**src/rtl/dcrt_pkg.sv**
```systemverilog
// Package for the duty cycle rate throttle: shared widths, reset values,
// item and phase codes, and the controller/datapath command and status types.
// No dependencies.
`default_nettype none

package dcrt_pkg;

	// Default width of the cumulative byte count.
	localparam int BYTE_COUNT_BITS_DEF = 48;

	// Fixed field widths.
	localparam int LIMIT_W   = 32;
	localparam int WIN_W     = 16;
	localparam int ELAPSED_W = 31;
	localparam int KIND_W    = 2;

	// Output tdata: run_enable, on_ticks, off_ticks, padded to whole bytes.
	localparam int M_TDATA_W = ((1 + 2 * WIN_W + 7) / 8) * 8;

	// Saturation value of the elapsed tick counter and the expected time.
	localparam logic [ELAPSED_W-1:0] ELAPSED_MAX = 31'h7FFF_FFFF;

	// Register reset values.
	localparam logic [LIMIT_W-1:0] SPEED_LIMIT_RST  = 32'd0;
	localparam logic [WIN_W-1:0]   CYCLE_PERIOD_RST = 16'd4500;
	localparam logic [WIN_W-1:0]   RECHECK_RST      = 16'd500;
	localparam logic [WIN_W-1:0]   START_DELAY_RST  = 16'd50;

	// Register indexes on the configuration port.
	localparam logic [1:0] REG_SPEED_LIMIT  = 2'd0;
	localparam logic [1:0] REG_CYCLE_PERIOD = 2'd1;
	localparam logic [1:0] REG_RECHECK      = 2'd2;
	localparam logic [1:0] REG_START_DELAY  = 2'd3;

	// Input item kinds; the fourth code is ignored.
	localparam logic [KIND_W-1:0] KIND_START  = 2'd0;
	localparam logic [KIND_W-1:0] KIND_TICK   = 2'd1;
	localparam logic [KIND_W-1:0] KIND_FINISH = 2'd2;

	// Throttle phases.
	typedef enum logic [1:0] {
		PH_IDLE   = 2'd0,
		PH_WAIT   = 2'd1,
		PH_SUSP   = 2'd2,
		PH_RESUME = 2'd3
	} phase_t;

	// Commands from the controller to the datapath.
	typedef struct packed {
		logic capture;
		logic eval;
		logic mul1;
		logic div_start;
		logic den_sel;
		logic cmp;
		logic mul2;
		logic win;
		logic load_out;
	} dcrt_cmd_t;

	// Status from the datapath to the controller.
	typedef struct packed {
		logic need_check;
		logic div_busy;
		logic throttle;
	} dcrt_sts_t;

endpackage

`default_nettype wire

```
**src/rtl/duty_cycle_rate_throttle_core.sv**
```systemverilog
// Duty cycle rate throttle, top level: configuration registers on an APB
// port, stream input and output, controller and datapath instances.
// Depends on dcrt_pkg, dcrt_ctrl, dcrt_dp (and through it dcrt_div).
//
// The block gates a transfer's run enable so that it keeps to a byte per
// second limit. Each input request is a start, a one millisecond tick or a
// finish (tuser), with the cumulative byte count in tdata; each request gives
// exactly one result. A request that causes no rate check goes through the
// steps accept, evaluate and load result; the load waits while the output
// register holds a result not yet taken. A tick that runs a rate check passes
// one division in a shared one bit per cycle serial divider, and a second one
// when the rate is over the limit. The numerator width of a division is
// BYTE_COUNT_BITS + 10 but at least 47.
// The block works on one request at a time; a new request is accepted as soon
// as the previous result sits in the output register, even if that result has
// not been taken yet. The user must write configuration only while no request
// is in work; the block itself does not enforce this.
`default_nettype none

module duty_cycle_rate_throttle_core import dcrt_pkg::*; #(
	parameter int BYTE_COUNT_BITS = BYTE_COUNT_BITS_DEF
) (
	input  wire logic                                  clk,
	input  wire logic                                  arst_n,
	// Configuration port.
	input  wire logic                                  psel,
	input  wire logic                                  penable,
	input  wire logic                                  pwrite,
	input  wire logic [3:0]                            paddr,
	input  wire logic [31:0]                           pwdata,
	output logic [31:0]                                prdata,
	output logic                                       pready,
	// Input stream.
	input  wire logic                                  s_axis_tvalid,
	output logic                                       s_axis_tready,
	// tdata: byte_count, zero padded to whole bytes
	input  wire logic [((BYTE_COUNT_BITS+7)/8)*8-1:0] s_axis_tdata,
	// tuser: kind
	input  wire logic [KIND_W-1:0]                     s_axis_tuser,
	// Output stream.
	output logic                                       m_axis_tvalid,
	input  wire logic                                  m_axis_tready,
	// tdata: run_enable, on_ticks, off_ticks, zero padded
	output logic [M_TDATA_W-1:0]                       m_axis_tdata,
	// tuser: check_done
	output logic [0:0]                                 m_axis_tuser
);

	logic [LIMIT_W-1:0] speed_limit_q;
	logic [WIN_W-1:0]   cycle_period_q;
	logic [WIN_W-1:0]   recheck_q;
	logic [WIN_W-1:0]   start_delay_q;
	logic               cfg_wr;
	logic [1:0]         reg_idx;

	dcrt_cmd_t          cmd;
	dcrt_sts_t          sts;
	logic               run_enable;
	logic               check_done;
	logic [WIN_W-1:0]   on_ticks;
	logic [WIN_W-1:0]   off_ticks;

	// Configuration registers.
	assign pready  = 1'b1;
	assign reg_idx = paddr[3:2];
	assign cfg_wr  = psel && penable && pwrite && pready;

	always_ff @(posedge clk or negedge arst_n) begin
		if (!arst_n) begin
			speed_limit_q  <= SPEED_LIMIT_RST;
			cycle_period_q <= CYCLE_PERIOD_RST;
			recheck_q      <= RECHECK_RST;
			start_delay_q  <= START_DELAY_RST;
		end else if (cfg_wr) begin
			unique case (reg_idx)
				REG_SPEED_LIMIT:  speed_limit_q  <= pwdata;
				REG_CYCLE_PERIOD: cycle_period_q <= pwdata[WIN_W-1:0];
				REG_RECHECK:      recheck_q      <= pwdata[WIN_W-1:0];
				REG_START_DELAY:  start_delay_q  <= pwdata[WIN_W-1:0];
				default: begin
				end
			endcase
		end
	end

	// Register read back.
	always_comb begin
		unique case (reg_idx)
			REG_SPEED_LIMIT:  prdata = speed_limit_q;
			REG_CYCLE_PERIOD: prdata = {16'd0, cycle_period_q};
			REG_RECHECK:      prdata = {16'd0, recheck_q};
			REG_START_DELAY:  prdata = {16'd0, start_delay_q};
			default:          prdata = '0;
		endcase
	end

	dcrt_ctrl u_ctrl (
		.clk     (clk),
		.arst_n  (arst_n),
		.s_valid (s_axis_tvalid),
		.s_ready (s_axis_tready),
		.m_valid (m_axis_tvalid),
		.m_ready (m_axis_tready),
		.sts     (sts),
		.cmd     (cmd)
	);

	dcrt_dp #(
		.BYTE_COUNT_BITS (BYTE_COUNT_BITS)
	) u_dp (
		.clk          (clk),
		.arst_n       (arst_n),
		.cmd          (cmd),
		.sts          (sts),
		.in_kind      (s_axis_tuser),
		.in_bytes     (s_axis_tdata[BYTE_COUNT_BITS-1:0]),
		.speed_limit  (speed_limit_q),
		.cycle_period (cycle_period_q),
		.recheck      (recheck_q),
		.start_delay  (start_delay_q),
		.run_enable   (run_enable),
		.check_done   (check_done),
		.on_ticks     (on_ticks),
		.off_ticks    (off_ticks)
	);

	// Result packing.
	assign m_axis_tdata = {{(M_TDATA_W - 1 - 2 * WIN_W){1'b0}}, off_ticks, on_ticks, run_enable};
	assign m_axis_tuser = check_done;

endmodule

`default_nettype wire

```
**src/rtl/dcrt_div.sv**
```systemverilog
// Serial restoring divider, one quotient bit per cycle, quotient saturated.
// Used by the throttle datapath for both divisions of a rate check.
// Depends on nothing but its parameters.
`default_nettype none

module dcrt_div #(
	parameter int NUM_W = 58,
	parameter int DEN_W = 32,
	parameter int QUO_W = 31
) (
	input  wire logic             clk,
	input  wire logic             arst_n,
	input  wire logic             start,
	input  wire logic [NUM_W-1:0] num,
	input  wire logic [DEN_W-1:0] den,
	output logic                  busy,
	output logic [QUO_W-1:0]      quo
);

	localparam int CNT_W = $clog2(NUM_W + 1);

	logic             busy_q;
	logic [CNT_W-1:0] cnt_q;
	logic [NUM_W-1:0] num_q;
	logic [DEN_W-1:0] den_q;
	logic [DEN_W-1:0] rem_q;
	logic [QUO_W-1:0] quo_q;
	logic             ovf_q;

	logic [DEN_W:0]   rem_sh;
	logic [DEN_W:0]   rem_diff;
	logic             ge;
	logic [DEN_W-1:0] rem_next;

	// One restoring step: bring down the next numerator bit and try to subtract.
	assign rem_sh   = {rem_q, num_q[NUM_W-1]};
	assign rem_diff = rem_sh - {1'b0, den_q};
	assign ge       = (rem_sh >= {1'b0, den_q});
	assign rem_next = ge ? rem_diff[DEN_W-1:0] : rem_sh[DEN_W-1:0];

	// Iteration control.
	always_ff @(posedge clk or negedge arst_n) begin
		if (!arst_n) begin
			busy_q <= 1'b0;
			cnt_q  <= '0;
		end else if (start) begin
			busy_q <= 1'b1;
			cnt_q  <= CNT_W'(NUM_W);
		end else if (busy_q) begin
			cnt_q <= cnt_q - CNT_W'(1);
			if (cnt_q == CNT_W'(1)) begin
				busy_q <= 1'b0;
			end
		end
	end

	// Operand, remainder and quotient registers. Quotient bits that move past
	// the top of the quotient set the overflow flag.
	always_ff @(posedge clk) begin
		if (start) begin
			num_q <= num;
			den_q <= den;
			rem_q <= '0;
			quo_q <= '0;
			ovf_q <= 1'b0;
		end else if (busy_q) begin
			num_q <= {num_q[NUM_W-2:0], 1'b0};
			rem_q <= rem_next;
			quo_q <= {quo_q[QUO_W-2:0], ge};
			ovf_q <= ovf_q | quo_q[QUO_W-1];
		end
	end

	assign busy = busy_q;
	assign quo  = ovf_q ? '1 : quo_q;

endmodule

`default_nettype wire

```
**src/rtl/dcrt_dp.sv**
```systemverilog
// Datapath of the duty cycle rate throttle: throttle state, rate check
// arithmetic with the serial divider, and the result register.
// Depends on dcrt_pkg and dcrt_div.
`default_nettype none

module dcrt_dp import dcrt_pkg::*; #(
	parameter int BYTE_COUNT_BITS = BYTE_COUNT_BITS_DEF
) (
	input  wire logic                       clk,
	input  wire logic                       arst_n,
	input  wire dcrt_cmd_t                  cmd,
	output dcrt_sts_t                       sts,
	input  wire logic [KIND_W-1:0]          in_kind,
	input  wire logic [BYTE_COUNT_BITS-1:0] in_bytes,
	input  wire logic [LIMIT_W-1:0]         speed_limit,
	input  wire logic [WIN_W-1:0]           cycle_period,
	input  wire logic [WIN_W-1:0]           recheck,
	input  wire logic [WIN_W-1:0]           start_delay,
	output logic                            run_enable,
	output logic                            check_done,
	output logic [WIN_W-1:0]                on_ticks,
	output logic [WIN_W-1:0]                off_ticks
);

	// Numerator width covers both 1000 * delta and elapsed * period.
	localparam int PROD2_W = ELAPSED_W + WIN_W;
	localparam int NUM_W   = (BYTE_COUNT_BITS + 10 > PROD2_W) ? BYTE_COUNT_BITS + 10 : PROD2_W;

	// Throttle state.
	phase_t                     phase_q;
	logic [WIN_W-1:0]           countdown_q;
	logic [ELAPSED_W-1:0]       elapsed_q;
	logic [BYTE_COUNT_BITS-1:0] last_bytes_q;
	logic [WIN_W-1:0]           on_q;
	logic [WIN_W-1:0]           off_q;
	logic                       running_q;
	logic                       checked_q;

	// Request and arithmetic registers.
	logic [KIND_W-1:0]          kind_q;
	logic [BYTE_COUNT_BITS-1:0] bytes_q;
	logic [NUM_W-1:0]           prod_q;

	// Result register.
	logic                       out_run_q;
	logic                       out_chk_q;
	logic [WIN_W-1:0]           out_on_q;
	logic [WIN_W-1:0]           out_off_q;

	logic [BYTE_COUNT_BITS-1:0] delta;
	logic [NUM_W-1:0]           delta_x;
	logic [NUM_W-1:0]           scaled;
	logic [PROD2_W-1:0]         period_prod;
	logic [ELAPSED_W-1:0]       elapsed_inc;
	logic                       cd_expire;
	logic [ELAPSED_W-1:0]       div_quo;
	logic                       div_busy;
	logic [LIMIT_W-1:0]         div_den;
	logic [ELAPSED_W-1:0]       exp_val;
	logic [WIN_W-1:0]           on_new;
	logic [WIN_W-1:0]           off_new;

	// Bytes moved since the last check, wrapping at the counter width, times
	// 1000 as 1024 - 16 - 8.
	assign delta   = bytes_q - last_bytes_q;
	assign delta_x = NUM_W'(delta);
	assign scaled  = (delta_x << 10) - (delta_x << 4) - (delta_x << 3);

	// Elapsed ticks times the cycle period for the on window.
	assign period_prod = {{WIN_W{1'b0}}, elapsed_q} * {{ELAPSED_W{1'b0}}, cycle_period};

	assign elapsed_inc = (elapsed_q == ELAPSED_MAX) ? elapsed_q : elapsed_q + 31'd1;
	assign cd_expire   = (countdown_q <= 16'd1);

	// The second division runs by the expected time left from the first.
	assign div_den = cmd.den_sel ? {1'b0, div_quo} : speed_limit;

	dcrt_div #(
		.NUM_W (NUM_W),
		.DEN_W (LIMIT_W),
		.QUO_W (ELAPSED_W)
	) u_div (
		.clk    (clk),
		.arst_n (arst_n),
		.start  (cmd.div_start),
		.num    (prod_q),
		.den    (div_den),
		.busy   (div_busy),
		.quo    (div_quo)
	);

	// Expected time is zero when throttling is disabled.
	assign exp_val = (speed_limit == '0) ? '0 : div_quo;
	assign on_new  = div_quo[WIN_W-1:0];
	assign off_new = cycle_period - on_new;

	// Status toward the controller.
	assign sts.need_check = (kind_q == KIND_TICK) && (phase_q != PH_IDLE) &&
		(phase_q != PH_SUSP) && cd_expire;
	assign sts.div_busy   = div_busy;
	assign sts.throttle   = (exp_val > elapsed_q);

	// Throttle state updates.
	always_ff @(posedge clk or negedge arst_n) begin
		if (!arst_n) begin
			phase_q      <= PH_IDLE;
			countdown_q  <= '0;
			elapsed_q    <= '0;
			last_bytes_q <= '0;
			on_q         <= '0;
			off_q        <= '0;
			running_q    <= 1'b1;
			checked_q    <= 1'b0;
		end else begin
			if (cmd.eval) begin
				checked_q <= 1'b0;
				case (kind_q)
					KIND_START: begin
						running_q <= 1'b1;
						if (speed_limit == '0) begin
							phase_q <= PH_IDLE;
						end else begin
							last_bytes_q <= bytes_q;
							elapsed_q    <= '0;
							on_q         <= '0;
							off_q        <= '0;
							phase_q      <= PH_WAIT;
							countdown_q  <= start_delay;
						end
					end
					KIND_TICK: begin
						if (phase_q != PH_IDLE) begin
							elapsed_q <= elapsed_inc;
							if (cd_expire) begin
								countdown_q <= '0;
								if (phase_q == PH_SUSP) begin
									running_q   <= 1'b1;
									elapsed_q   <= '0;
									phase_q     <= PH_RESUME;
									countdown_q <= on_q;
								end
							end else begin
								countdown_q <= countdown_q - 16'd1;
							end
						end
					end
					KIND_FINISH: begin
						phase_q   <= PH_IDLE;
						running_q <= 1'b1;
					end
					default: begin
					end
				endcase
			end
			if (cmd.mul1) begin
				last_bytes_q <= bytes_q;
			end
			// Under the limit: run and check again later.
			if (cmd.cmp && !sts.throttle) begin
				elapsed_q   <= '0;
				running_q   <= 1'b1;
				phase_q     <= PH_WAIT;
				countdown_q <= recheck;
				checked_q   <= 1'b1;
			end
			// Over the limit: suspend for the off window.
			if (cmd.win) begin
				on_q        <= on_new;
				off_q       <= off_new;
				running_q   <= 1'b0;
				phase_q     <= PH_SUSP;
				countdown_q <= off_new;
				elapsed_q   <= '0;
				checked_q   <= 1'b1;
			end
		end
	end

	// Request capture and product register.
	always_ff @(posedge clk) begin
		if (cmd.capture) begin
			kind_q  <= in_kind;
			bytes_q <= in_bytes;
		end
		if (cmd.mul1) begin
			prod_q <= scaled;
		end else if (cmd.mul2) begin
			prod_q <= NUM_W'(period_prod);
		end
	end

	// Result register.
	always_ff @(posedge clk) begin
		if (cmd.load_out) begin
			out_run_q <= running_q;
			out_chk_q <= checked_q;
			out_on_q  <= on_q;
			out_off_q <= off_q;
		end
	end

	assign run_enable = out_run_q;
	assign check_done = out_chk_q;
	assign on_ticks   = out_on_q;
	assign off_ticks  = out_off_q;

endmodule

`default_nettype wire

```
**src/rtl/dcrt_ctrl.sv**
```systemverilog
// Controller of the duty cycle rate throttle: sequences evaluation, the
// rate check steps and the result handshake.
// Depends on dcrt_pkg.
`default_nettype none

module dcrt_ctrl import dcrt_pkg::*; (
	input  wire logic      clk,
	input  wire logic      arst_n,
	input  wire logic      s_valid,
	output logic           s_ready,
	output logic           m_valid,
	input  wire logic      m_ready,
	input  wire dcrt_sts_t sts,
	output dcrt_cmd_t      cmd
);

	typedef enum logic [3:0] {
		ST_IDLE,
		ST_EVAL,
		ST_MUL1,
		ST_DIV1_GO,
		ST_DIV1,
		ST_CMP,
		ST_MUL2,
		ST_DIV2_GO,
		ST_DIV2,
		ST_WIN,
		ST_OUT
	} state_t;

	state_t state_q;
	logic   m_valid_q;
	logic   slot_free;

	// The result register can take a new result when empty or being drained.
	assign slot_free = !m_valid_q || m_ready;
	assign s_ready   = (state_q == ST_IDLE);
	assign m_valid   = m_valid_q;

	// Commands decoded from the state.
	always_comb begin
		cmd = '0;
		unique case (state_q)
			ST_IDLE:    cmd.capture   = s_valid;
			ST_EVAL:    cmd.eval      = 1'b1;
			ST_MUL1:    cmd.mul1      = 1'b1;
			ST_DIV1_GO: cmd.div_start = 1'b1;
			ST_CMP:     cmd.cmp       = 1'b1;
			ST_MUL2:    cmd.mul2      = 1'b1;
			ST_DIV2_GO: begin
				cmd.div_start = 1'b1;
				cmd.den_sel   = 1'b1;
			end
			ST_WIN:     cmd.win       = 1'b1;
			ST_OUT:     cmd.load_out  = slot_free;
			default: begin
			end
		endcase
	end

	// State and result valid.
	always_ff @(posedge clk or negedge arst_n) begin
		if (!arst_n) begin
			state_q   <= ST_IDLE;
			m_valid_q <= 1'b0;
		end else begin
			if (state_q == ST_OUT && slot_free) begin
				m_valid_q <= 1'b1;
			end else if (m_ready) begin
				m_valid_q <= 1'b0;
			end
			unique case (state_q)
				ST_IDLE: begin
					if (s_valid) state_q <= ST_EVAL;
				end
				ST_EVAL:    state_q <= sts.need_check ? ST_MUL1 : ST_OUT;
				ST_MUL1:    state_q <= ST_DIV1_GO;
				ST_DIV1_GO: state_q <= ST_DIV1;
				ST_DIV1: begin
					if (!sts.div_busy) state_q <= ST_CMP;
				end
				ST_CMP:     state_q <= sts.throttle ? ST_MUL2 : ST_OUT;
				ST_MUL2:    state_q <= ST_DIV2_GO;
				ST_DIV2_GO: state_q <= ST_DIV2;
				ST_DIV2: begin
					if (!sts.div_busy) state_q <= ST_WIN;
				end
				ST_WIN:     state_q <= ST_OUT;
				ST_OUT: begin
					if (slot_free) state_q <= ST_IDLE;
				end
				default:    state_q <= ST_IDLE;
			endcase
		end
	end

	// A division is only started on an idle divider, and it then runs.
	a_div_start_idle: assert property (@(posedge clk) disable iff (!arst_n)
		cmd.div_start |-> !sts.div_busy)
		else $error("division started while the divider is busy");

	a_div_runs: assert property (@(posedge clk) disable iff (!arst_n)
		cmd.div_start |=> sts.div_busy)
		else $error("divider did not take the start request");

	// The comparison uses a finished quotient.
	a_cmp_after_div: assert property (@(posedge clk) disable iff (!arst_n)
		(state_q == ST_CMP) |-> !sts.div_busy)
		else $error("rate comparison while the divider is busy");

	// Evaluation always follows an accepted request.
	a_eval_after_accept: assert property (@(posedge clk) disable iff (!arst_n)
		(state_q == ST_EVAL) |-> $past(s_valid && s_ready))
		else $error("evaluation without an accepted request");

endmodule

`default_nettype wire

```
**config.mk**
```make
export PLATFORM = sky130hd
export DESIGN_NAME = duty_cycle_rate_throttle_core
export DESIGN_NICKNAME = d
export VERILOG_FILES = /design/src/rtl/dcrt_pkg.sv /design/src/rtl/duty_cycle_rate_throttle_core.sv /design/src/rtl/dcrt_div.sv /design/src/rtl/dcrt_dp.sv /design/src/rtl/dcrt_ctrl.sv
export SDC_FILE = /design/constraint.sdc
export NUM_CORES = 2
export LEC_CHECK = 0
export BUFFER_PORTS_ARGS = -buffer_cell sky130_fd_sc_hd__buf_2
export CORE_ASPECT_RATIO = 1.25
export CORE_MARGIN = 4
export CORE_UTILIZATION = 60
export DETAILED_ROUTE_END_ITERATION = 6
export HOLD_SLACK_MARGIN = 0.15
export MAX_ROUTING_LAYER = met4
export PLACE_DENSITY = 0.78
export SLEW_MARGIN = 0
export SYNTH_ARGS = -nofsm -noshare
export SYNTH_HDL_FRONTEND = slang
export SYNTH_SLANG_ARGS = --single-unit
```
**constraint.sdc**
```tcl
create_clock -name clk -period 10 [get_ports clk]
set_input_delay 2 -clock clk [delete_from_list [all_inputs] [get_ports clk]]
set_output_delay 2 -clock clk [all_outputs]
set_load 0.05 [all_outputs]
```
======== After elaboration in Yosys (flattened, before gate mapping) ========
Cells that the tools add are included.
cells by class
  magnitude comparators ................... 3
  reduce and logical (&&, ||, !) cells .... 38
  add/subtract/negate cells ............... 8
  muxes and demuxes ....................... 76
  multiply operators ...................... 1
  equal/unequal tests ..................... 29
  bitwise logic cells ..................... 1
operators by type and width
  kind                                                             number
  2-to-1 mux 31 bit                                                11
  2-to-1 mux 58 bit                                                4
  2-to-1 mux 16 bit                                                12
  2-to-1 mux 48 bit                                                4
  one-hot mux 32 bit (4 select lines)                              1
  one-hot mux 31 bit (2 select lines)                              1
  subtractor 58 x 51 -> 58 bit                                     1
  subtractor 58 x 52 -> 58 bit                                     1
  subtractor 48 bit                                                1
  multiplier 31 x 16 -> 47 bit                                     1
  one-hot mux 4 bit (11 select lines)                              1
  greater-or-equal comparator 33 x 32 -> 1 bit                     1
  logical NOT 32 bit                                               1
  2-to-1 mux 32 bit                                                1
  one-hot mux 16 bit (2 select lines)                              1
  subtractor 32 bit                                                1
  adder 31 x 1 -> 31 bit, second input constant                    1
  == test 31 bit, second input constant                            1
  > comparator 31 bit                                              1
  2-to-1 mux 1 bit                                                 24
  2-to-1 mux 4 bit                                                 6
  == test 4 x 3 -> 1 bit, second input constant                    4
  less-or-equal comparator 16 x 1 -> 1 bit, second input constant  1
  nonzero test 2 bit                                               8
  other kinds (31)                                                 67
storage, ports and cells
  logic and storage cells ................. 185
  input bits .............................. 93
  bits in registers ....................... 519

======== Logic depth before layout (Yosys ltp) ========
  depth in word-level cells ............... 9
  gate-level depth with buffers ........... 29

======== Cells and area by module ========
Synthesis repeated with hierarchy kept, for this count alone.
unflattened totals
  cells, all modules ...................... 5032
  area total of the unflattened synthesis .. 48277.6 um^2
modules (own cells, without submodules)
  module                         area an instance (um^2)  cells each  instances
  dcrt_dp                        35691.7                  3968        1
  dcrt_div                       8583.2                   796         1
  duty_cycle_rate_throttle_core  3654.8                   223         1
  dcrt_ctrl                      347.8                    45          1

======== Worst setup path before layout ========
No wires, ideal clock.
  path kind ............................... register to register
  start ................................... reg u_dp.elapsed_q[0]
  end ..................................... reg u_dp.prod_q[40] (data pin)
  period minus slack after synthesis ...... 7.036 ns
  buffers on the path ..................... 3
  stages on the path, launching flop included .. 25
  library setup time ...................... 0.254 ns
  slack ................................... 2.964 ns
  data arrival time ....................... 6.782 ns
  path through ............................ dfrtp_1 > clkbuf_1 > clkbuf_1 > nand2_1 > fa_1 > fa_1 > inv_1 > fa_1 > fa_1 > fa_1 > inv_1 > fa_1 > inv_1 > ha_1 > clkbuf_1 > and4_1 > a221oi_2 > o21a_1 > nor3_1 > or4_1 > a31o_2 > a221o_1 > a211oi_2 > xnor2_1 > a21o_1
on the way
  cells in the longest elaborated chain, start to end .. 3
ends and longest elaborated chain
  item                          RTL line        RTL
  start: declaration            dcrt_dp.sv:32   logic [ELAPSED_W-1:0] elapsed_q;
  start signal: assignment      dcrt_dp.sv:133  elapsed_q <= elapsed_inc;
  multiplier 31 x 16 -> 47 bit  dcrt_dp.sv:70   assign period_prod = {{WIN_W{1'b0}}, elapsed_q} * {{ELAPSED_W{1'b0}}, cycle_period};
  2-to-1 mux 58 bit             dcrt_dp.sv:187  end else if (cmd.mul2) begin
  2-to-1 mux 58 bit             dcrt_dp.sv:185  if (cmd.mul1) begin
  end signal: assignment        dcrt_dp.sv:186  prod_q <= scaled;
  end signal: assignment        dcrt_dp.sv:188  prod_q <= NUM_W'(period_prod);
  end: declaration              dcrt_dp.sv:42   logic [NUM_W-1:0] prod_q;
Every way passes these cells. The select of a mux whose other input is x is not followed.
A chain may end at the register's enable or synchronous reset.

======== Worst setup path after layout ========
  start ................................... reg cycle_period_q[8]
  end ..................................... reg u_dp.prod_q[36] (data pin)
on the way
  cells in the longest elaborated chain, start to end .. 3
ends and longest elaborated chain
  item                          RTL line                             RTL
  start: declaration            duty_cycle_rate_throttle_core.sv:50  logic [WIN_W-1:0] cycle_period_q;
  start signal: assignment      duty_cycle_rate_throttle_core.sv:77  REG_CYCLE_PERIOD: cycle_period_q <= pwdata[WIN_W-1:0];
  multiplier 31 x 16 -> 47 bit  dcrt_dp.sv:70
  2-to-1 mux 58 bit             dcrt_dp.sv:187
  2-to-1 mux 58 bit             dcrt_dp.sv:185
Every way passes these cells. The select of a mux whose other input is x is not followed.

==> flow_summary.ini <==
[routing]
vias = 36410
drc = 0
drt_pass1_iterations = 7
wirelength_um = 115300
wl_per_cell_um = 18.31
drt_iter0_drc = 2925
drtAntennaViolNets = 0
viasPerCell = 5.784

[setup_path]
rrSetupSlack_ns = 2.16
r2r-start = cycle_period_q[8]$_DFFE_PN1P_
ff2ff_path_depth = 23
crit_arrival_ns = 8.19
worst_setup_path_start_kind = flip-flop
endpoint_kind = flip-flop
crit-reg2reg-capture = u_dp.prod_q[36]$_DFFE_PP_
required_ns = 10.35
cp_max_fo = 34
critical_path_class = flip-flop to flip-flop

[clock_network]
post_cts_buffers = 0
cts_made_buffers = 54
h-tree-depth = 2
worst_setup_hold_path_clk_slew_ns = 0.06
cts_tree = done
clkSinkCount = 519
cts_resized = 0
root_buffer = clkbuf_16
clk_latency_ns = 0.64
clockBufferDepth = 3
cts_hold_buf = 0

[min_path]
min_to = u_dp.off_ticks[0]$_DFFE_PP_
worstHoldPathType = flip-flop to flip-flop
holdCritStartpoint = u_dp.off_q[0]$_DFFE_PN0P_
min_path_cells = 0

[placed_design]
io_buffers = 158
dp_hpwl_um = 85660
place_congestion = 0.9310

[layout]
final_cell_mix = 769 x nand2_1, 700 x inv_1, 448 x fa_1
seq_area_sq_mm = 0.01385
n_fill_cell = 6480
area_delta_synth_final_pct = 7.135
fin_nets = 6051
final_common_cell = nand2_1
multi_input_area_sq_mm = 0.03000
drive_above_1_share_pct = 8.796

[synthesis]
ys_seq_area_share_pct = 29.18
yosysTopAreaCell = fa_1
synthCells = 5204
synth_top_area_share_pct = 18.90
syn_area_sq_mm = 0.04746
syn_avg_cell_area_sq_um = 9.119
synth_edf_count = 232
synth_seq_cells = 519
async_reset_ff_share_pct = 42.97
ys.flop_type = edfxtp_1
ys_top_cells_by_area = fa_1 19%, edfxtp_1 15%, dfrtp_1 11%
ys_types = 92
synth_warnings = 0

[timing]
period_share_pct = 78.44
hold_viol_final = 0
slew_violations = 0
worst_pin_slew_ns = 1.208
setup_viol = 0
fmax_mhz = 127.5
slew_headroom_pct = 19.38
fin_skew_ns = 0.02131
fin_crit_ns = 7.844
fin_tns_setup_ns = 0
rsz0062_at_grt = no

[grt]
met2_usage_pct = 49.27
gr-total-overflow = 0
grt_use_met1_pct = 33.52
grt_max_degree = 126
grt_pass1_vias = 37300
track_usage_pct = 28.74
antenna_found_initial = 1
busiest_layer = met2
grt_pass1_wl_um = 188800
use_met3_pct = 4.444

[floorplanning]
die_h_um = 322.4
start_util_pct = 60.40
core.rowCount = 115
die-area_sq_mm = 0.08369
io_pins = 169
core_region_area_sq_mm = 0.07856
die_w_um = 259.5

[run_status]
status = complete, no violations

[run]
drv_cap = 0
==> critical path, stage by stage, from the launching register on <==
cell      delay [ns]
dfstp_2         1.07
nand2_1         0.18
fa_1            0.56
inv_1           0.05
fa_1            0.49
inv_1           0.05
fa_1            0.49
inv_1           0.06
fa_1            0.52
fa_1            0.55
inv_1           0.06
fa_1            0.54
inv_1           0.04
ha_1            0.40
and4_1          0.23
a221oi_2        0.26
o21a_1          0.26
nor3_1          0.11
or4_1           0.51
a31o_2          0.28
a221o_1         0.34
a21oi_1         0.18
xor2_1          0.19
a21oi_1         0.08
==> sequential cells by signal, indices dropped and copies added, names as in the netlist, 31 cells and up <==
| register | cells |
|---|---|
| u_dp.u_div.num_q | 58 |
| u_dp.last_bytes_q | 48 |
| speed_limit_q | 32 |
| u_dp.u_div.den_q | 32 |
| u_dp.bytes_q | 48 |
| u_dp.prod_q | 58 |
| u_dp.u_div.rem_q | 32 |
| u_dp.u_div.quo_q | 31 |
| u_dp.elapsed_q | 31 |
==> metal layers <==
| layer | vias to the layer above | routed length, um | part of all wire (%) |
|---|---|---|---|
| met4 | 0 | 6103 | 5.3 |
| met2 | 1274 | 57770 | 50 |
| li1 | 17080 | - | - |
| met5 | - | 0 | 0 |
| met3 | 370 | 7275 | 6.3 |
| met1 | 17690 | 44130 | 38 |
==> Yosys cell counts, types with 11 or more instances <==
library cell and number:
mux2i_1 65, nor3_1 49, inv_1 700, buf_1 12, and3_1 25, a31oi_1 29, o21a_1 31, nand2_1 771
o31ai_1 20, or2_2 11, nor2_1 341, edfxtp_1 232, o21bai_1 29, mux4_2 16, nand4_1 42, o21ai_0 279
xor2_1 92, a21o_1 116, o211ai_1 11, a211oi_1 22, xnor2_1 122, nor4_1 25, mux2_2 81, and2_1 219
nand2b_1 21, a22o_1 13, a21oi_1 272, clkbuf_1 236, dfrtp_1 208, dfxtp_1 64, a221oi_1 14, nand3_1 58
dfstp_2 15, nor2b_1 27, fa_1 448, ha_1 314
==> final cells by class <==
type                       instances  share of cell area (%)
sequential                       519                   27.24
clock inverter                    38                  0.8761
timing repair buffer             199                   2.180
tap                             1053                   2.591
clock buffer                      63                   2.911
inverter                         703                   5.195
antenna                            1                0.004922
multi-input combinational       3719                   59.00
==> through the flow <==
stage	utilization (%)	instance area (sq um)	setup WS, ns	instances	hold slack [ns]
2_1_floorplan	-	47480	2.964	5210	0.4248
3_3_place_gp	62.26	48910	2.283	6193	0.4353
3_5_place_dp	62.26	48910	2.240	6193	0.4386
4_1_cts	64.71	50840	2.200	6294	0.4547
5_1_grt	64.71	50840	1.882	6295	0.4668
6_report	64.71	50840	2.156	6295	0.4517
==> worst max-delay path by stage <==
stage,from,to,cells after the start
finish,cycle_period_q[8]$_DFFE_PN1P_,u_dp.prod_q[36]$_DFFE_PP_,23
global route,cycle_period_q[8]$_DFFE_PN1P_,u_dp.prod_q[36]$_DFFE_PP_,23
CTS,cycle_period_q[8]$_DFFE_PN1P_,u_dp.prod_q[40]$_DFFE_PP_,23
detailed placement,cycle_period_q[8]$_DFFE_PN1P_,u_dp.prod_q[40]$_DFFE_PP_,23
global placement,cycle_period_q[8]$_DFFE_PN1P_,u_dp.prod_q[40]$_DFFE_PP_,23
floorplan,u_dp.elapsed_q[0]$_DFFE_PN0P_,u_dp.prod_q[40]$_DFFE_PP_,24
==> logic make-up after synthesis <==
group	synth area share [%]
fa+ha+maj	27.18
other cells	0.01583
simple gates	15.62
mux	4.052
xor+xnor	3.984
flops	29.18
buf+inv	7.812
compound gates	12.16
Power is left out: the tool's default activity adds up to more than one toggle a clock period on the data nets, which glitch-free logic cannot reach.
